**config.mk**
```make
export PLATFORM = sky130hd
export DESIGN_NAME = smtg_cordic_cell
export DESIGN_NICKNAME = d
export VERILOG_FILES = /design/src/rtl/core/sphere_mesh_triangle_generator_defines.svh /design/src/rtl/core/smtg_pkg.sv /design/src/rtl/core/smtg_cordic_cell.sv
export SDC_FILE = /design/constraint.sdc
export NUM_CORES = 1
export LEC_CHECK = 0
export CORE_ASPECT_RATIO = 1.25
export CORE_MARGIN = 2
export CORE_UTILIZATION = 29
export CTS_CLUSTER_SIZE = 12
export DETAILED_ROUTE_END_ITERATION = 16
export DONT_BUFFER_PORTS = 1
export GPL_ROUTABILITY_DRIVEN = 0
export GPL_TIMING_DRIVEN = 0
export HOLD_SLACK_MARGIN = 0.1
export MAX_ROUTING_LAYER = met4
export PLACE_DENSITY = 0.46
export SETUP_SLACK_MARGIN = 0.02
export SLEW_MARGIN = 40
export SYNTH_ARGS = -nofsm -noshare
export SYNTH_HDL_FRONTEND = slang
export SYNTH_SLANG_ARGS = --single-unit
```
**constraint.sdc**
```tcl
create_clock -name i_clk -period 8.7 [get_ports i_clk]
set_clock_uncertainty 0.15 [all_clocks]
set_input_delay 0.87 -clock i_clk [delete_from_list [all_inputs] [get_ports i_clk]]
set_output_delay 0.87 -clock i_clk [all_outputs]
set_load 0.05 [all_outputs]
```
**src/rtl/core/sphere_mesh_triangle_generator_defines.svh**
```systemverilog
//------------------------------------------------------------------------------
// sphere mesh triangle generator assertion macros
// shared concurrent assertion forms, clocked on the rising edge
//------------------------------------------------------------------------------
`ifndef SPHERE_MESH_TRIANGLE_GENERATOR_DEFINES_SVH
`define SPHERE_MESH_TRIANGLE_GENERATOR_DEFINES_SVH

// same-cycle implication, disabled while reset is asserted
`define SMTG_ASSERT_IMP(lbl, clk, rst_n, ante, cons, msg) \
    lbl: assert property (@(posedge clk) disable iff (!rst_n) (ante) |-> (cons)) \
        else $error(msg);

// next-cycle implication, disabled while reset is asserted
`define SMTG_ASSERT_NEXT(lbl, clk, rst_n, ante, cons, msg) \
    lbl: assert property (@(posedge clk) disable iff (!rst_n) (ante) |=> (cons)) \
        else $error(msg);

`endif

```
**src/rtl/core/smtg_pkg.sv**
```systemverilog
//------------------------------------------------------------------------------
// smtg package
// shared constants, types and cordic helpers of the sphere mesh generator
//------------------------------------------------------------------------------
`timescale 1ns / 1ps

package smtg_pkg;

    localparam int MAX_STEPS     = 256;
    localparam int CORDIC_STAGES = 16;
    localparam int STEPS_W       = 9;
    localparam int PH_W          = 32;
    localparam int DIV_CELLS     = PH_W;

    localparam logic [2:0] LAST_SLOT = 3'd5;

    // register indexes of the configuration port
    localparam logic [2:0] REG_RADIUS   = 3'd0;
    localparam logic [2:0] REG_CENTER_X = 3'd1;
    localparam logic [2:0] REG_CENTER_Y = 3'd2;
    localparam logic [2:0] REG_CENTER_Z = 3'd3;
    localparam logic [2:0] REG_THETA    = 3'd4;
    localparam logic [2:0] REG_PHI      = 3'd5;

    localparam logic signed [31:0] CORDIC_GAIN = 32'sd652032874;
    localparam logic signed [31:0] ONE_Q30     = 32'sd1073741824;

    typedef struct packed {
        logic       valid;
        logic       bad;
        logic [2:0] slot;
    } t_tag;

    // fractional long division state for both angles
    typedef struct packed {
        logic               hi_p;
        logic               hi_t;
        logic [STEPS_W-1:0] rem_p;
        logic [STEPS_W-1:0] rem_t;
        logic [PH_W-1:0]    q_p;
        logic [PH_W-1:0]    q_t;
    } t_div;

    typedef struct packed {
        logic signed [31:0] x;
        logic signed [31:0] y;
        logic signed [31:0] z;
    } t_rot;

    typedef struct packed {
        t_rot       p;
        t_rot       t;
        logic [1:0] quad_p;
        logic [1:0] quad_t;
    } t_cor;

    // arctangent of 2^-i in units of 2^-32 turn
    function automatic logic [31:0] atan_turn(input logic [4:0] idx);
        logic [31:0] v;
        case (idx)
            5'd0:    v = 32'h20000000;
            5'd1:    v = 32'h12E4051E;
            5'd2:    v = 32'h09FB385B;
            5'd3:    v = 32'h051111D4;
            5'd4:    v = 32'h028B0D43;
            5'd5:    v = 32'h0145D7E1;
            5'd6:    v = 32'h00A2F61E;
            5'd7:    v = 32'h00517C55;
            5'd8:    v = 32'h0028BE53;
            5'd9:    v = 32'h00145F2F;
            5'd10:   v = 32'h000A2F98;
            5'd11:   v = 32'h000517CC;
            5'd12:   v = 32'h00028BE6;
            5'd13:   v = 32'h000145F3;
            5'd14:   v = 32'h0000A2FA;
            5'd15:   v = 32'h0000517D;
            5'd16:   v = 32'h000028BE;
            5'd17:   v = 32'h0000145F;
            5'd18:   v = 32'h00000A30;
            5'd19:   v = 32'h00000518;
            5'd20:   v = 32'h0000028C;
            5'd21:   v = 32'h00000146;
            5'd22:   v = 32'h000000A3;
            5'd23:   v = 32'h00000051;
            default: v = 32'h00000000;
        endcase
        return v;
    endfunction

    // one rotation-mode micro-rotation
    function automatic t_rot rot_step(input t_rot v, input logic [4:0] s);
        logic signed [31:0] dx;
        logic signed [31:0] dy;
        logic signed [31:0] at;
        t_rot               r;
        dx = v.y >>> s;
        dy = v.x >>> s;
        at = signed'(atan_turn(s));
        if (!v.z[31]) begin
            r.x = v.x - dx;
            r.y = v.y + dy;
            r.z = v.z - at;
        end else begin
            r.x = v.x + dx;
            r.y = v.y - dy;
            r.z = v.z + at;
        end
        return r;
    endfunction

    function automatic logic signed [31:0] clamp_q30(input logic signed [31:0] v);
        logic signed [31:0] r;
        if (v > ONE_Q30) begin
            r = ONE_Q30;
        end else if (v < -ONE_Q30) begin
            r = -ONE_Q30;
        end else begin
            r = v;
        end
        return r;
    endfunction

endpackage

```
**src/rtl/core/smtg_cordic_cell.sv**
```systemverilog
//------------------------------------------------------------------------------
// smtg cordic cell
// one micro-rotation for the polar and the azimuth angle
//------------------------------------------------------------------------------
`timescale 1ns / 1ps

module smtg_cordic_cell (
    input  logic            i_clk,
    input  logic            i_rst_n,
    input  logic [4:0]      i_stage,
    input  smtg_pkg::t_tag  i_tag,
    input  smtg_pkg::t_cor  i_cor,
    output smtg_pkg::t_tag  o_tag,
    output smtg_pkg::t_cor  o_cor
);
    import smtg_pkg::*;

    t_cor n_cor;
    t_cor r_cor;
    t_tag r_tag;

    always_comb begin
        n_cor = i_cor;
        n_cor.p = rot_step(i_cor.p, i_stage);
        n_cor.t = rot_step(i_cor.t, i_stage);
    end

    always_ff @(posedge i_clk) begin
        if (!i_rst_n) begin
            r_tag <= '0;
        end else begin
            r_tag <= i_tag;
        end
    end

    always_ff @(posedge i_clk) begin
        r_cor <= n_cor;
    end

    assign o_tag = r_tag;
    assign o_cor = r_cor;

endmodule

```
# Yosys cells after proc, flatten, opt, wreduce, memory -nomap -nowiden
# Memories as Yosys holds them, arrays and structs flattened.
# Cells that the tools add are included.
op_classes:
  shifts: 4
  n_addsub: 12
  mux: 2
op_table:
  columns: ["operator", "count"]
  rows:
  - ["adder 32 bit", 6]
  - ["2-to-1 mux 96 bit", 2]
  - ["subtractor 32 bit", 6]
  - [">>> shifter 32 x 5 -> 32 bit", 4]
totals:
  wordCells: 31
  n_memories: 2
  ff_bits: 201
  output_inout_bits: 201
  romBits: 1920
mem_list:
  columns: ["memory", "depth", "width", "read_ports", "rd_ports_with_merged_regs", "wr", "line", "source"]
  rows:
  - ["(no name shown)", 32, 30, 1, 0, 0, "smtg_pkg.sv:60", "case (idx)"]
  - ["(no name shown)", 32, 30, 1, 0, 0, "smtg_pkg.sv:60", null]

# Longest topological paths before layout
depth:
  ltp_word: 3
  depth_mapped: 32
  depth_no_buf: 24

# Worst setup path before layout
# No wires, ideal clock.
synth_timing:
  path_type: "input to register"
  start: "input i_stage[0]"
  end: "register r_cor, in the netlist o_cor[30]"
  setup_slack_ns: 1.943
  required_time_ns: 8.478
  arrival_ns: 6.535
  path_stages: 30
  cell_sequence: "buf_6 -> buf_12 -> buf_8 -> buf_8 -> buf_12 -> buf_12 -> buf_8 -> inv_1 -> ha_1 -> clkbuf_1 -> mux4_2 -> a21oi_1 -> ha_1 -> inv_1 -> nor4_1 -> nand2_1 -> nor3_1 -> a21oi_1 -> mux2_2 -> ha_1 -> a21o_1 -> a21o_1 -> a21oi_1 -> nand2_1 -> o31a_1 -> a41oi_1 -> nand2_1 -> a31o_2 -> a21oi_1 -> xnor2_1"
synth_rtl:
  columns: ["item", "line", "source"]
  rows:
  - ["start, declared", "smtg_cordic_cell.sv:10", "input logic [4:0] i_stage,"]
  - ["end signal, assigned", "smtg_cordic_cell.sv:37", "r_cor <= n_cor;"]
  - ["end, declared", "smtg_cordic_cell.sv:19", "t_cor r_cor;"]

==> results by group <==
Clock tree
  – Clk sinks: 201
  – H-tree depth: 1
  – Total clock buffers created by CTS: 27
  – CTS tree: done
  – Clock-pin slew of the registers on the worst-case setup and hold paths: 0.06 ns
  – Maximum clock path buffer count: 3
  – Master cell of the clock root buffer: clkbuf_16
  – Post-CTS repair timing setup buffer count: 0

STA
  – Final number of max-transition violations: 0
  – Unrepaired setup endpoints after global routing: no
  – Final worst setup slack: 0.1885 ns
  – Number of setup violations in the final report: 0
  – F_max: 117.5 MHz
  – Relative max-transition margin: 0.3167
  – Final period util: 0.9783
  – Number of hold-slack violations in the final timing report: 0
  – Worst Tran Pin Value: 1.025 ns
  – Minimum clock period after layout: 8.511 ns

Floorplanning
  – Number of top-level pins: 409
  – Effective utilization at floorplan: 0.2916
  – Die Y-Extent: 347.6 µm
  – Overall die area: 96960 µm²
  – Floorplan core area: 93960 µm²
  – Die width: 278.9 µm
  – Placement row count: 126

Power and ir drop
  – Static leakage: 12.25 nW
  – Fraction of power consumed by sequential logic: 0.418
  – Peak VDD IR: 0.0001959 V
  – Sw frac: 0.5318
  – Share of total power in the clock network: 0.191
  – Net Sw Power: 3.637 mW
  – Cell internal pwr: 3.203 mW
  – Final Power: 6.840 mW
  – Pwr Density: 226.6 nW/µm²
  – Logic pwr share: 0.390

Global route
  – Grt peak-use layer: met2
  – Routing usage on met2: 0.4600
  – Final global-route overflow total: 0
  – Via count of the first global-routing pass: 27430
  – Global-route wire length before repair: 202600 µm
  – Global routing met3 resource utilization: 0.1177
  – Number of antenna violations at the first check in global routing: 18
  – Maximum number of pins on one net before global-route repair: 15
  – Met1 usage in global routing: 0.3191
  – Overall global routing resource usage: 0.2989

Route
  – 1st-pass router iterations: 6
  – Wire length per cell: 32.62 µm
  – Final routed DRC violation total: 0
  – Detail-routed via count per cell: 6.285
  – Via total after detailed routing: 27870
  – DRT Wirelength: 144600 µm
  – Iteration-0 DRC count of the detailed router: 3409
  – Post-DRT Antenna Nets: 0

Placed design
  – Placed Cells incl. Taps: 4356
  – Count of port buffers added during placement: 0
  – Half-perimeter wire length after detailed placement: 112300 µm
  – Post-placement setup slack: -0.03989 ns
  – Post-detailed-placement cell area: 28990 µm²

Setup path
  – Critical Path End Type: flip-flop
  – Required time at the worst-slack endpoint: 9.07 ns
  – Maximum fanout encountered on the critical timing path: 12
  – Startpoint types: primary input
  – Critical Setup Path Class: primary input to flip-flop
  – Crit path DAT: 8.88 ns

Finish
  – Filler-free cell count of the finished design: 4434
  – Commonest non-fill, non-tap cells in the layout: 266 x a21oi_1, 264 x nor2_1, 244 x nand2_1
  – Total number of nets in the final design: 3610
  – Growth of design area from synthesis to finish: 10.18%
  – Post-route cell area: 30180 µm²
  – Fraction of final layout cells with drive strength greater than 1: 0.1518
  – Most common cell after layout, fill and taps aside: a21oi_1

Logic synthesis
  – Average cell area after synthesis: 8.730 µm²
  – Number of warning messages in the yosys log: 0
  – Predominant post-synthesis flop cell: dfxtp_1
  – Share of flip-flops with an asynchronous set or reset after synthesis: 0
  – Number of enable-type register cells in the synthesized netlist: 0
  – Syn Inst Count: 3138
  – Number of nets produced by synthesis: 3573
  – Sequential fraction of the synthesis area: 0.1469
  – Combined area of all synthesized cells: 27400 µm²
  – Number of distinct library cell variants in the gate-level netlist after synthesis: 118
  – Number of register bits inferred by synthesis: 201

Run status
  – Outcome: complete, no violations

Worst hold path
  – Kind of path behind the tightest hold check: primary input to flip-flop

Run
  – Max-Cap Viols: 0
[power by group through the flow]
stage                     Clock (mW)  Sequential (mW)  Combinational, mW
after global routing            1.40             2.90               2.88
after CTS                       1.36             2.88               2.61
final                           1.31             2.86               2.67
after global placement             0             2.90               2.59
after floorplan                    0             2.79               1.89
after detailed placement           0             2.90               2.59
[what timing repair did]
action | in CTS | in global routing
hold buffers | 4 | 0
hold endpoints to repair | 4 | 0
resized for setup | 0 | 1
setup endpoints to repair | 0 | 2
[cell type report]
class	instances	area [µm²]
multi-input combinational	2685	22030
antenna	22	55.05
buffer	170	1154
clock inverter	15	279.0
clock buffer	35	745.7
sequential	201	4024
inverter	81	304.0
tap	1216	1521
fill	10010	63780
timing repair buffer	9	70.07
[final timing paths]
| path | from | to | depth (start not counted) |
|---|---|---|---|
| max | i_stage[2] | o_cor[194] | 23 |
| min | i_tag[1] | o_tag[1] | 1 |
[per-stage QoR]
| stage | setup TNS (ns) | util | hold slack [ns] |
|---|---|---|---|
| after global routing | 0 | 0.3212 | 0.1613 |
| after detailed placement | -0.08103 | 0.3086 | 0.7478 |
| after global placement | -1.322 | 0.3078 | 0.7478 |
| final | 0 | 0.3212 | 0.1842 |
| after floorplan | 0 | - | 0.7477 |
| after CTS | 0 | 0.3199 | 0.1661 |
[registers in the layout, summed over array words and instances, names as in the netlist]
name / count
o_tag: 5
o_cor: 196
[Yosys cell counts, types with 16 or more instances]
master,number,area [µm²]
buf_4,16,120.1
ha_1,221,2765
or2_2,20,125.1
mux2i_1,118,1181
and3_1,26,162.7
o21ai_0,157,785.8
o21a_1,36,270.3
mux4_2,149,3356
buf_2,33,165.2
nor2b_1,43,269.0
o21bai_1,29,217.7
inv_1,79,296.5
mux2_2,74,833.3
a211oi_1,34,255.2
nor3_1,46,230.2
buf_6,26,292.8
clkbuf_1,62,232.7
nand2b_1,42,262.8
buf_1,18,67.56
nand3_1,45,225.2
xor2_1,108,945.9
dfxtp_1,201,4024
a31oi_1,58,362.9
a22oi_1,19,142.6
xnor2_1,186,1629
nor2_1,267,1002
mux4_1,27,709.4
o211ai_1,26,195.2
a21oi_1,267,1336
and2_1,43,269.0
o22ai_1,36,225.2
a21o_1,80,600.6
nand2_1,244,915.9
[layer usage]
layer	routed length, µm	vias up
met5	0	-
met4	11650	0
met3	16710	603
met2	64620	1916
met1	51660	13380
li1	-	11970
[critical path: stages]
cell       delay (ns)
buf_2            0.22
buf_4            0.25
buf_4            0.25
buf_2            0.44
buf_2            0.60
buf_2            0.52
buf_4            0.35
buf_2            0.43
nand2_1          0.15
a211oi_2         0.34
nand3_1          0.24
nor4_1           0.71
a21oi_1          0.18
xnor2_1          0.42
ha_1             0.38
a2111oi_0        0.38
o21ai_0          0.16
o41a_1           0.46
a31oi_1          0.29
o21ai_0          0.26
o31a_1           0.34
o2111a_1         0.24
a311o_1          0.31
[kinds of logic (layout without fill, tap and decap cells)]
group	count (synthesis)	in the layout	share of synthesized area
DFF	201	201	0.1469
xor gates and xnor gates	295	295	0.09459
AOI/OAI and AO/OA	912	912	0.2169
adders and majority gates	228	228	0.1057
muxes	376	376	0.2260
buffers and inverters	252	310	0.05198
other	0	22	0
and+or+nand+nor	874	874	0.1579
No activity file was read; power rests on OpenSTA's default activity.
