### src/rtl/core/sphere_mesh_triangle_generator_defines.svh
//------------------------------------------------------------------------------
// sphere mesh triangle generator assertion macros
// shared concurrent assertion forms, clocked on the rising edge
//------------------------------------------------------------------------------
`ifndef SPHERE_MESH_TRIANGLE_GENERATOR_DEFINES_SVH
`define SPHERE_MESH_TRIANGLE_GENERATOR_DEFINES_SVH

// same-cycle implication, disabled while reset is asserted
`define SMTG_ASSERT_IMP(lbl, clk, rst_n, ante, cons, msg) \
    lbl: assert property (@(posedge clk) disable iff (!rst_n) (ante) |-> (cons)) \
        else $error(msg);

// next-cycle implication, disabled while reset is asserted
`define SMTG_ASSERT_NEXT(lbl, clk, rst_n, ante, cons, msg) \
    lbl: assert property (@(posedge clk) disable iff (!rst_n) (ante) |=> (cons)) \
        else $error(msg);

`endif

### src/rtl/core/smtg_pkg.sv
//------------------------------------------------------------------------------
// smtg package
// shared constants, types and cordic helpers of the sphere mesh generator
//------------------------------------------------------------------------------
`timescale 1ns / 1ps

package smtg_pkg;

    localparam int MAX_STEPS     = 256;
    localparam int CORDIC_STAGES = 16;
    localparam int STEPS_W       = 9;
    localparam int PH_W          = 32;
    localparam int DIV_CELLS     = PH_W;

    localparam logic [2:0] LAST_SLOT = 3'd5;

    // register indexes of the configuration port
    localparam logic [2:0] REG_RADIUS   = 3'd0;
    localparam logic [2:0] REG_CENTER_X = 3'd1;
    localparam logic [2:0] REG_CENTER_Y = 3'd2;
    localparam logic [2:0] REG_CENTER_Z = 3'd3;
    localparam logic [2:0] REG_THETA    = 3'd4;
    localparam logic [2:0] REG_PHI      = 3'd5;

    localparam logic signed [31:0] CORDIC_GAIN = 32'sd652032874;
    localparam logic signed [31:0] ONE_Q30     = 32'sd1073741824;

    typedef struct packed {
        logic       valid;
        logic       bad;
        logic [2:0] slot;
    } t_tag;

    // fractional long division state for both angles
    typedef struct packed {
        logic               hi_p;
        logic               hi_t;
        logic [STEPS_W-1:0] rem_p;
        logic [STEPS_W-1:0] rem_t;
        logic [PH_W-1:0]    q_p;
        logic [PH_W-1:0]    q_t;
    } t_div;

    typedef struct packed {
        logic signed [31:0] x;
        logic signed [31:0] y;
        logic signed [31:0] z;
    } t_rot;

    typedef struct packed {
        t_rot       p;
        t_rot       t;
        logic [1:0] quad_p;
        logic [1:0] quad_t;
    } t_cor;

    // arctangent of 2^-i in units of 2^-32 turn
    function automatic logic [31:0] atan_turn(input logic [4:0] idx);
        logic [31:0] v;
        case (idx)
            5'd0:    v = 32'h20000000;
            5'd1:    v = 32'h12E4051E;
            5'd2:    v = 32'h09FB385B;
            5'd3:    v = 32'h051111D4;
            5'd4:    v = 32'h028B0D43;
            5'd5:    v = 32'h0145D7E1;
            5'd6:    v = 32'h00A2F61E;
            5'd7:    v = 32'h00517C55;
            5'd8:    v = 32'h0028BE53;
            5'd9:    v = 32'h00145F2F;
            5'd10:   v = 32'h000A2F98;
            5'd11:   v = 32'h000517CC;
            5'd12:   v = 32'h00028BE6;
            5'd13:   v = 32'h000145F3;
            5'd14:   v = 32'h0000A2FA;
            5'd15:   v = 32'h0000517D;
            5'd16:   v = 32'h000028BE;
            5'd17:   v = 32'h0000145F;
            5'd18:   v = 32'h00000A30;
            5'd19:   v = 32'h00000518;
            5'd20:   v = 32'h0000028C;
            5'd21:   v = 32'h00000146;
            5'd22:   v = 32'h000000A3;
            5'd23:   v = 32'h00000051;
            default: v = 32'h00000000;
        endcase
        return v;
    endfunction

    // one rotation-mode micro-rotation
    function automatic t_rot rot_step(input t_rot v, input logic [4:0] s);
        logic signed [31:0] dx;
        logic signed [31:0] dy;
        logic signed [31:0] at;
        t_rot               r;
        dx = v.y >>> s;
        dy = v.x >>> s;
        at = signed'(atan_turn(s));
        if (!v.z[31]) begin
            r.x = v.x - dx;
            r.y = v.y + dy;
            r.z = v.z - at;
        end else begin
            r.x = v.x + dx;
            r.y = v.y - dy;
            r.z = v.z + at;
        end
        return r;
    endfunction

    function automatic logic signed [31:0] clamp_q30(input logic signed [31:0] v);
        logic signed [31:0] r;
        if (v > ONE_Q30) begin
            r = ONE_Q30;
        end else if (v < -ONE_Q30) begin
            r = -ONE_Q30;
        end else begin
            r = v;
        end
        return r;
    endfunction

endpackage

### src/rtl/core/smtg_div_cell.sv
//------------------------------------------------------------------------------
// smtg divider cell
// one restoring step of the angle phase division, both angles in parallel
//------------------------------------------------------------------------------
`timescale 1ns / 1ps

module smtg_div_cell (
    input  logic                                i_clk,
    input  logic                                i_rst_n,
    input  smtg_pkg::t_tag                      i_tag,
    input  smtg_pkg::t_div                      i_div,
    input  logic [smtg_pkg::STEPS_W-1:0]        i_den_p,
    input  logic [smtg_pkg::STEPS_W-1:0]        i_den_t,
    output smtg_pkg::t_tag                      o_tag,
    output smtg_pkg::t_div                      o_div
);
    import smtg_pkg::*;

    logic [STEPS_W:0] n2_p;
    logic [STEPS_W:0] n2_t;
    logic             ge_p;
    logic             ge_t;
    t_div             n_div;
    t_div             r_div;
    t_tag             r_tag;

    always_comb begin
        n2_p = {i_div.rem_p, 1'b0};
        n2_t = {i_div.rem_t, 1'b0};
        ge_p = n2_p >= {1'b0, i_den_p};
        ge_t = n2_t >= {1'b0, i_den_t};
        n_div = i_div;
        n_div.rem_p = ge_p ? STEPS_W'(n2_p - {1'b0, i_den_p}) : n2_p[STEPS_W-1:0];
        n_div.rem_t = ge_t ? STEPS_W'(n2_t - {1'b0, i_den_t}) : n2_t[STEPS_W-1:0];
        n_div.q_p = {i_div.q_p[PH_W-2:0], ge_p};
        n_div.q_t = {i_div.q_t[PH_W-2:0], ge_t};
    end

    always_ff @(posedge i_clk) begin
        if (!i_rst_n) begin
            r_tag <= '0;
        end else begin
            r_tag <= i_tag;
        end
    end

    always_ff @(posedge i_clk) begin
        r_div <= n_div;
    end

    assign o_tag = r_tag;
    assign o_div = r_div;

endmodule

### config.mk
export PLATFORM = sky130hd
export DESIGN_NAME = smtg_div_cell
export DESIGN_NICKNAME = d
export VERILOG_FILES = /design/src/rtl/core/sphere_mesh_triangle_generator_defines.svh /design/src/rtl/core/smtg_pkg.sv /design/src/rtl/core/smtg_div_cell.sv
export SDC_FILE = /design/constraint.sdc
export NUM_CORES = 1
export LEC_CHECK = 0
export BUFFER_PORTS_ARGS = -buffer_cell sky130_fd_sc_hd__buf_2
export CAP_MARGIN = 20
export CORE_AREA = 2 2 103 105
export CTS_CLUSTER_SIZE = 24
export DETAILED_ROUTE_END_ITERATION = 12
export DIE_AREA = 0 0 105 107
export GPL_TIMING_DRIVEN = 0
export PLACE_DENSITY = 0.72
export SLEW_MARGIN = 30
export SYNTH_ARGS = -nofsm -noshare
export SYNTH_HDL_FRONTEND = slang
export SYNTH_SLANG_ARGS = --single-unit
### constraint.sdc
create_clock -name i_clk -period 2.3 [get_ports i_clk]
set_input_delay 0.46 -clock i_clk [delete_from_list [all_inputs] [get_ports i_clk]]
set_output_delay 0.46 -clock i_clk [all_outputs]
set_load 0.01 [all_outputs]
# Yosys cells after proc, flatten, opt, wreduce, memory -nomap -nowiden
# Cells that the tools add are included.
totals:
  regBits: 89
  output_inout_bits: 89
  word_cells: 17
op_classes:
  add_sub_neg: 2
  order_cmp: 2
  mux: 2
ops:
  columns: ["cell", "n"]
  rows:
  - [">= comparator 10 x 9 -> 1 bit", 2]
  - ["two-way mux 9 bit", 2]
  - ["subtractor 9 bit", 2]

# Logic depth before layout (Yosys ltp)
# Gate-level depths: netlist (run 1).
depth:
  depth_word: 2
  depth_mapped: 10

# Least setup slack after synthesis (run 1)
# No wires, ideal clock.
synth_path:
  path_type: "in2reg"
  startpoint: "input i_div[73] (netlist bit)"
  endpoint: "register r_div, in the netlist o_div[76]"
  setup_time_ps: 121
  t_arrival_ps: 2114
  t_required_ps: 2179
  path_slack_ps: 65
  path_stages: 9
  n_path_buf: 1
  cell_sequence: "inv_1 -> fa_1 -> nand2b_1 -> a21oi_2 -> nor4b_4 -> or2_1 -> buf_6 -> inv_2 -> mux2_4"
synth_lines:
  columns: ["element", "line", "text"]
  rows:
  - ["start, declared", "smtg_div_cell.sv:11", "input smtg_pkg::t_div i_div,"]
  - ["end signal, assigned", "smtg_div_cell.sv:48", "r_div <= n_div;"]
  - ["end, declared", "smtg_div_cell.sv:24", "t_div r_div;"]

==> results of run 1 <==
[placed cells by master (no fill, tap or decap), types with 2 or more instances in the layout]
master,instances
buf_2,195
dfxtp_1,89
inv_1,20
ha_1,18
nor2_1,13
o21ai_0,12
a21oi_1,10
clkbuf_8,9
nand2_1,7
xnor2_1,7
and2_1,6
mux2_2,5
a21o_1,4
nand2b_1,4
nand3_1,4
nor2b_1,4
o21a_1,4
mux2_4,4
inv_6,4
and3_1,3
xor2_1,3
o211ai_1,2
inv_2,2
o2111ai_1,2
a21oi_2,2
o32ai_1,2
nor4b_1,2
nand3b_1,2
fa_1,2
[registers in the layout, indices dropped and copies added (netlist names)]
name / cells
o_tag: 5
o_div: 84
[worst min path at each step]
stage	startpoint	endpoint	slack, ps	cells past startpoint
final	i_div[25]	o_div[26]	210	1
after global routing	i_div[24]	o_div[25]	170	1
after CTS	i_div[25]	o_div[26]	180	1
after detailed placement	i_div[48]	o_div[49]	560	1
after global placement	i_div[15]	o_div[16]	560	1
after floorplan	i_div[9]	o_div[10]	490	0
[per-stage QoR]
step | instance area [um^2] | power [mW] | TNS (ps) | setup WS, ps
after global routing | 4320 | 3.62 | 0 | 0.988
final | 4320 | 3.43 | 0 | 87.5
after detailed placement | 4120 | 2.39 | -2250 | -248
after floorplan | 2970 | 2.10 | 0 | 64.8
after global placement | 4120 | 2.37 | -1960 | -213
after CTS | 4320 | 3.48 | 0 | 132
[layer usage]
layer | wire (um) | track usage [%] | up-vias
met4 | 197 | 6.57 | 0
met5 | 0 | 0 | -
met2 | 3510 | 21.4 | 133
met1 | 3260 | 15.4 | 1143
met3 | 554 | 3.40 | 18
li1 | - | - | 1267
[report_power, final]
part           internal (mW)  switching [mW]  leakage (nW)  total (mW)
combinational          0.318           0.326          1.38       0.644
clock                  0.512           0.566        0.0971        1.08
sequential              1.68          0.0305         0.750        1.71
[final cells by class]
| type | count | area (um^2) | share of cell area [%] |
|---|---|---|---|
| sequential | 89 | 1780 | 41.3 |
| clock inverter | 6 | 72.6 | 1.68 |
| timing repair buffer | 195 | 976 | 22.6 |
| multi-input combinational | 139 | 1100 | 25.4 |
| buffer | 1 | 11.3 | 0.261 |
| clock buffer | 9 | 124 | 2.87 |
| inverter | 22 | 82.6 | 1.91 |
| tap | 136 | 170 | 3.94 |
[logic make-up (layout without fill, tap and decap cells)]
logic type / Yosys count / after routing / share of synthesized area [%]
xor gates and xnor gates: 10 / 10 / 2.95
and+or+nand+nor: 55 / 55 / 11.1
muxes: 10 / 10 / 4.25
DFF: 89 / 89 / 59.9
buffers and inverters: 23 / 233 / 3.16
AOI/OAI and AO/OA: 44 / 44 / 9.68
adders and majority gates: 20 / 20 / 8.92
==> key figures, run 1 <==
Timing
  • Fin crit share: 96.2%
  • RSZ-0062 raised after global routing: false
  • Slew @ Worst Pin: 499 ps
  • Slew Limit Headroom: 66.6%
  • Min Hold Slack: 207 ps
  • Final number of max-transition violations: 0
  • Final hold violation count: 0
  • Max Clock Freq: 452 MHz
  • Final Setup Violations: 0
  • Fin crit period: 2210 ps

Setup path
  • End point of the critical path: o_div[67]
  • Crit path from: i_div[64]
  • Worst Path Arrival: 2450 ps
  • WP buf/inv: 3
  • CP Max Fanout: 6
  • Startpoint types: input port
  • Critical path, cell by cell: buf_2 > inv_1 > fa_1 > nand2b_1 > a21oi_1 > nor4b_2 > or2_4 > inv_2 > mux2_2
  • Req. time, crit path: 2540 ps
  • Worst setup EP type: flip-flop
  • Crit-path leading delay family: simple AND/OR/NAND/NOR gates
  • Critical Path Stages: 9
  • Slowest cell delay on critical path: 450 ps
  • Critical path class: in -> reg
  • Critical-path top delay cell: fa_1

Route
  • DRC errors left: 0
  • Via count: 2561
  • Routed len/inst: 12.6 um
  • Drt total wl: 7.52 mm
  • Via-to-Cell Ratio: 4.29
  • Detailed Route Iter0 Violations: 100
  • First-pass DRT Iterations: 4
  • Antenna viol nets, final: 0

Die
  • Cell Rows: 37
  • Full die area: 0.0112 mm^2
  • Die extent in x: 105 um
  • I/O pins: 198
  • Starting Density: 29.5%
  • Core area: 0.0101 mm^2
  • DIE HEIGHT: 107 um

Global routing
  • Largest net degree at the start of global routing: 17
  • Global-route wire length before repair: 11.5 mm
  • Antenna violations before repair: 0
  • Gr usage total: 12.9%
  • Vias in the first global route: 2502
  • Grt ovf: 0

Final layout
  • Filler Cells Inserted: 1008
  • Layout net count: 586
  • Final std cells w/o fill: 597
  • Layout cells sized above 1: 49.2%
  • Number of diodes: 0
  • Final Util: 42.8%
  • Area grow syn2layout: 45.1%

Logic synthesis
  • Cell count after synthesis: 251
  • Syn_area_per_cell: 11.8 um^2
  • Synth warn: 0
  • Synth top area share: 59.9%
  • Cell Area, Synth: 0.00297 mm^2
  • Synth area leaders: dfxtp_1 (60%), ha_1 (7.6%), inv_1 (2.5%)
  • Synth Register Bits: 89
  • Number of synthesized flops with an enable pin: 0
  • Most used DFF post-synth: dfxtp_1
  • Post-Syn Nets: 380
  • Yosys top cell by area: dfxtp_1
  • Most frequent cell after synthesis: dfxtp_1
  • Cell variety after synth: 44
  • Post-synthesis sequential area ratio: 59.9%
  • Post-synth top cells: dfxtp_1 (89), inv_1 (20), ha_1 (18)
  • Synth async-reset ratio: 0%

CTS
  • CTS tree: built
  • Num CTS Buffers: 9
  • CTS resizes: 0
  • CTS HTree Levels: 3
  • Longest Clk Path Bufs: 2
  • Hold Buf Count CTS: 0
  • CTS Sinks: 89
  • Clk slew on worst S/H paths: 90 ps
  • Setup bufs post-CTS: 0
  • Root Buffer: clkbuf_8

Place
  • Placed Cells: 582
  • Placer Congestion: 0.810
  • I/O Buffers: 195
  • DP HPWL: 6.19 mm

Power and ir drop
  • Power Density: 794 mW/mm^2
  • Peak VDD IR: 0.242 mV
  • P_leak: 2.22 nW

Hold path
  • Worst Hold Class: in -> reg

Run
  • Max Cap Viol: 0

Outcome
  • Result of the run: completed
Note: power is estimated with default switching activity, not from simulation.
==> inputs of run 2 (changes only) <==
--- a/config.mk
+++ b/config.mk
@@ -6,12 +6,11 @@
 export NUM_CORES = 1
 export LEC_CHECK = 0
 export BUFFER_PORTS_ARGS = -buffer_cell sky130_fd_sc_hd__buf_2
-export CAP_MARGIN = 20
+export CAP_MARGIN = 25
 export CORE_AREA = 2 2 103 105
 export CTS_CLUSTER_SIZE = 24
 export DETAILED_ROUTE_END_ITERATION = 12
 export DIE_AREA = 0 0 105 107
-export GPL_TIMING_DRIVEN = 0
 export PLACE_DENSITY = 0.72
 export SLEW_MARGIN = 30
 export SYNTH_ARGS = -nofsm -noshare
==> key figures, run 2 (synthesis gave the netlist of run 1 again) <==
CTS
  • CTS HTree Levels: 3
  • Hold Buf Count CTS: 0
  • Longest Clk Path Bufs: 2
  • CTS Sinks: 89
  • Root Buffer: clkbuf_8
  • Clk slew on worst S/H paths: 100 ps
  • Num CTS Buffers: 9
  • CTS resizes: 0
  • Setup bufs post-CTS: 0
  • CTS tree: built

Die
  • Core area: 0.0101 mm^2
  • I/O pins: 198
  • DIE HEIGHT: 107 um
  • Cell Rows: 37
  • Die extent in x: 105 um
  • Starting Density: 29.5%
  • Full die area: 0.0112 mm^2

Global routing
  • Largest net degree at the start of global routing: 18
  • GR Util met1: 16.0%
  • Met2 global-route usage: 23.1%
  • Met3 Track Usage GR: 3.89%
  • Antenna violations before repair: 0
  • Global-route wire length before repair: 12.1 mm
  • Gr usage total: 13.6%
  • Vias in the first global route: 2653
  • GRT busiest layer: met2
  • Grt ovf: 0

Timing
  • Final Setup Violations: 0
  • Max Clock Freq: 488 MHz
  • RSZ-0062 raised after global routing: false
  • Final hold violation count: 0
  • Fin crit period: 2050 ps
  • Slew @ Worst Pin: 346 ps
  • Slew Limit Headroom: 76.7%
  • Fin crit share: 89.1%
  • Final number of max-transition violations: 0

Setup path
  • Critical path, cell by cell: buf_2 > inv_1 > fa_1 > nand2b_1 > a21oi_1 > nor4b_2 > or2_4 > inv_2 > mux2_2
  • Startpoint types: input port
  • Crit-path leading delay family: simple AND/OR/NAND/NOR gates
  • Worst setup EP type: flip-flop
  • Critical-path top delay cell: fa_1
  • CP Max Fanout: 6
  • Worst Path Arrival: 2310 ps
  • Slowest cell delay on critical path: 430 ps
  • WP buf/inv: 3
  • Critical path class: in -> reg
  • Crit path from: i_div[64]
  • Req. time, crit path: 2560 ps

Route
  • Via-to-Cell Ratio: 4.27
  • First-pass DRT Iterations: 4
  • Via count: 2615
  • Antenna viol nets, final: 0
  • Drt total wl: 7.71 mm
  • Routed len/inst: 12.6 um
  • Detailed Route Iter0 Violations: 68
  • DRC errors left: 0

Outcome
  • Result of the run: completed

Power and ir drop
  • P_leak: 2.29 nW
  • Peak VDD IR: 0.319 mV
  • Power Density: 770 mW/mm^2

Final layout
  • Area grow syn2layout: 48.2%
  • Finished Cell Area: 0.00441 mm^2
  • Filler Cells Inserted: 1008
  • Most frequent cells in the layout: buf_2 (195), dfxtp_1 (89), inv_1 (20)
  • Layout net count: 600
  • Commonest non-fill, non-tap cell in the layout: buf_2
  • Final std cells w/o fill: 612
  • Number of diodes: 0
  • Layout cells sized above 1: 50.8%
  • Max FFs per register: 84

Hold path
  • Hold path start: i_div[47]
  • Worst Hold Class: in -> reg

Place
  • Placed Cells: 596
  • Placer Congestion: 0.875
  • Area post-placement: 0.00422 mm^2
  • DP HPWL: 6.36 mm
  • I/O Buffers: 195

Run
  • Max Cap Viol: 0
-- run 2: cell count changes in the layout (fill, tap and decap cells not counted), sizes merged --
cell      previous run  this run
buf                196       210
bufinv               1         0
clkinv               0         1
clkinvlp             1         2
-- run 2: final timing paths --
path | depth (start not counted) | end | slack (ps)
worst max-delay path | 9 | o_div[67] | 250
worst min-delay path | 1 | o_div[48] | 190
-- run 2: layer usage --
| metal | wire length (um) | part of all wire, % | up-vias |
|---|---|---|---|
| li1 | - | - | 1297 |
| met1 | 3300 | 43 | 1176 |
| met2 | 3720 | 48 | 132 |
| met3 | 557 | 7.2 | 10 |
| met4 | 132 | 1.7 | 0 |
| met5 | 0 | 0 | - |
-- run 2: final cells by class --
| type | count | area [um^2] | share of cell area (%) |
|---|---|---|---|
| Timing Repair Buffer | 210 | 1090 | 24.7 |
| Clock inverter | 7 | 62.6 | 1.42 |
| Multi-Input combinational cell | 139 | 1100 | 24.9 |
| Clock buffer | 9 | 124 | 2.81 |
| Tap cell | 136 | 170 | 3.86 |
| Inverter | 22 | 82.6 | 1.87 |
| Sequential cell | 89 | 1780 | 40.4 |
-- run 2: per-stage QoR --
stage / setup WS (ps) / util [%] / hold slack (ps) / power [mW] / setup TNS, ps
2_1_floorplan: 64.8 / - / 488 / 2.10 / 0
3_3_place_gp: -82.6 / 41.8 / 563 / 2.40 / -753
3_5_place_dp: -118 / 41.8 / 564 / 2.42 / -1070
4_1_cts: 287 / 43.7 / 156 / 3.46 / 0
5_1_grt: 191 / 43.7 / 152 / 3.60 / 0
6_report: 251 / 43.7 / 188 / 3.40 / 0
-- run 2: power breakdown --
group / total [mW] / internal (mW) / switching (mW)
logic: 0.672 / 0.339 / 0.332
clock network: 1.02 / 0.417 / 0.601
registers: 1.71 / 1.68 / 0.0316
==> inputs of run 3 (changes only) <==
--- a/config.mk
+++ b/config.mk
@@ -7,11 +7,12 @@
 export LEC_CHECK = 0
 export BUFFER_PORTS_ARGS = -buffer_cell sky130_fd_sc_hd__buf_2
 export CAP_MARGIN = 25
-export CORE_AREA = 2 2 103 105
+export CORE_AREA = 2 2 96 98
 export CTS_CLUSTER_SIZE = 24
 export DETAILED_ROUTE_END_ITERATION = 12
-export DIE_AREA = 0 0 105 107
-export PLACE_DENSITY = 0.72
+export DIE_AREA = 0 0 98 100
+export MAX_ROUTING_LAYER = met4
+export PLACE_DENSITY = 0.77
 export SLEW_MARGIN = 30
 export SYNTH_ARGS = -nofsm -noshare
 export SYNTH_HDL_FRONTEND = slang
==> constraint.sdc (replaced) <==
create_clock -name i_clk -period 2.46 [get_ports i_clk]
set_input_delay 0.492 -clock i_clk [delete_from_list [all_inputs] [get_ports i_clk]]
set_output_delay 0.492 -clock i_clk [all_outputs]
set_load 0.01 [all_outputs]
==> key figures, run 3 (synthesis gave the netlist of run 1 again) <==
Outcome
  • Result of the run: completed

Setup path
  • Startpoint types: input port
  • Critical path class: in -> reg
  • Worst Path Arrival: 2320 ps
  • Crit path from: i_div[64]
  • Worst setup EP type: flip-flop
  • CP Max Fanout: 6
  • End point of the critical path: o_div[69]
  • Req. time, crit path: 2690 ps

CTS
  • CTS HTree Levels: 3
  • Hold Buf Count CTS: 0
  • Clk slew on worst S/H paths: 100 ps
  • Root Buffer: clkbuf_8
  • Num CTS Buffers: 9
  • CTS resizes: 0
  • Setup bufs post-CTS: 0
  • CTS tree: built
  • CTS Sinks: 89
  • Longest Clk Path Bufs: 2

Route
  • Antenna viol nets, final: 0
  • Drt total wl: 7.44 mm
  • Via-to-Cell Ratio: 4.45
  • DRC errors left: 0
  • First-pass DRT Iterations: 4
  • Via count: 2574
  • Detailed Route Iter0 Violations: 48
  • Routed len/inst: 12.8 um

Power and ir drop
  • Sw Share: 26.7%
  • Peak VDD IR: 0.308 mV
  • Power Density: 749 mW/mm^2
  • P_leak: 2.26 nW
  • Clk pwr share: 32.1%
  • Combinational power share: 18.8%
  • Flop pwr share: 49.0%
  • Pint: 2.38 mW
  • Psw: 868 uW

Timing
  • Final hold violation count: 0
  • Final Setup Violations: 0
  • Fin crit period: 2090 ps
  • Final worst slack: 366 ps
  • Slew Limit Headroom: 70.7%
  • Setup TNS: 0 ps
  • Slew @ Worst Pin: 436 ps
  • RSZ-0062 raised after global routing: false
  • Max Clock Freq: 478 MHz
  • Final number of max-transition violations: 0
  • Fin crit share: 85.1%

Hold path
  • Cells on Worst Hold Path: 1
  • Worst Hold Class: in -> reg

Final layout
  • Layout net count: 592
  • Commonest non-fill, non-tap cell in the layout: buf_2
  • Number of diodes: 0
  • Area grow syn2layout: 46.0%
  • Layout cells sized above 1: 50.0%
  • Max FFs per register: 84
  • Most frequent cells in the layout: buf_2 (195), dfxtp_1 (89), inv_1 (20)

Place
  • I/O Buffers: 195
  • Placer Congestion: 0.843
  • DP HPWL: 6.20 mm
  • Pre-CTS worst setup slack: 29.4 ps

Die
  • I/O pins: 198
  • Core area: 0.00889 mm^2
  • Starting Density: 33.5%
  • Cell Rows: 35
  • DIE HEIGHT: 100 um
  • Die extent in x: 98 um
  • Full die area: 0.00980 mm^2

Run
  • Max Cap Viol: 0

Global routing
  • Vias in the first global route: 2516
  • Global-route wire length before repair: 11.5 mm
  • Grt ovf: 0
  • Antenna violations before repair: 0
  • Largest net degree at the start of global routing: 17
  • Gr usage total: 15.0%
[run 3: changes by cell type in the layout (fill, tap and decap cells not counted)]
cell,delta
clkinv_2,-1
clkinvlp_4,-1
inv_8,-2
bufinv_16,+1
clkbuf_8,+1
clkinv_4,+2
buf_4,-8
[run 3: layer usage]
metal	wire (um)	GRT usage, %
met2	3770	26.7
met1	2880	16.1
met4	116	4.81
met3	666	4.60
met5	0	-
[run 3: through the flow]
| step | total power, mW | utilization (%) | hold slack [ps] | instances | instance area [um^2] |
|---|---|---|---|---|---|
| floorplan | 1.96 | - | 520 | 251 | 2970 |
| global placement | 2.23 | 46.5 | 594 | 563 | 4130 |
| detailed placement | 2.25 | 46.5 | 596 | 563 | 4130 |
| CTS | 3.31 | 48.9 | 212 | 579 | 4340 |
| global route | 3.43 | 48.9 | 213 | 579 | 4340 |
| finish | 3.25 | 48.9 | 239 | 579 | 4340 |
[run 3: worst max-delay path, stage by stage]
cell	delay, ps
buf_2	110
inv_1	60
fa_1	420
nand2b_1	180
a21oi_1	220
nor4b_2	90
or2_4	270
inv_2	130
mux2_2	360
[run 3: area by class of cell]
class	instances	area [um^2]
Clock inverter	6	75.1
Tap cell	111	139
Timing Repair Buffer	202	1030
Multi-Input combinational cell	139	1100
Inverter	22	82.6
Sequential cell	89	1780
Clock buffer	10	138
Fill cell	848	4550
[run 3: worst min path at each step]
stage | slack, ps | from | endpoint
finish | 240 | i_div[22] | o_div[23]
CTS | 210 | i_div[22] | o_div[23]
global route | 210 | i_div[35] | o_div[36]
detailed placement | 600 | i_div[62] | o_div[63]
floorplan | 520 | i_div[9] | o_div[10]
global placement | 590 | i_div[14] | o_div[15]
[run 3: power groups by stage]
stage,clock (mW),combinational (mW),sequential [mW]
final,1.04,0.613,1.59
after global routing,1.15,0.673,1.61
after CTS,1.09,0.620,1.60
after detailed placement,0,0.617,1.63
after global placement,0,0.604,1.63
after floorplan,0,0.264,1.70
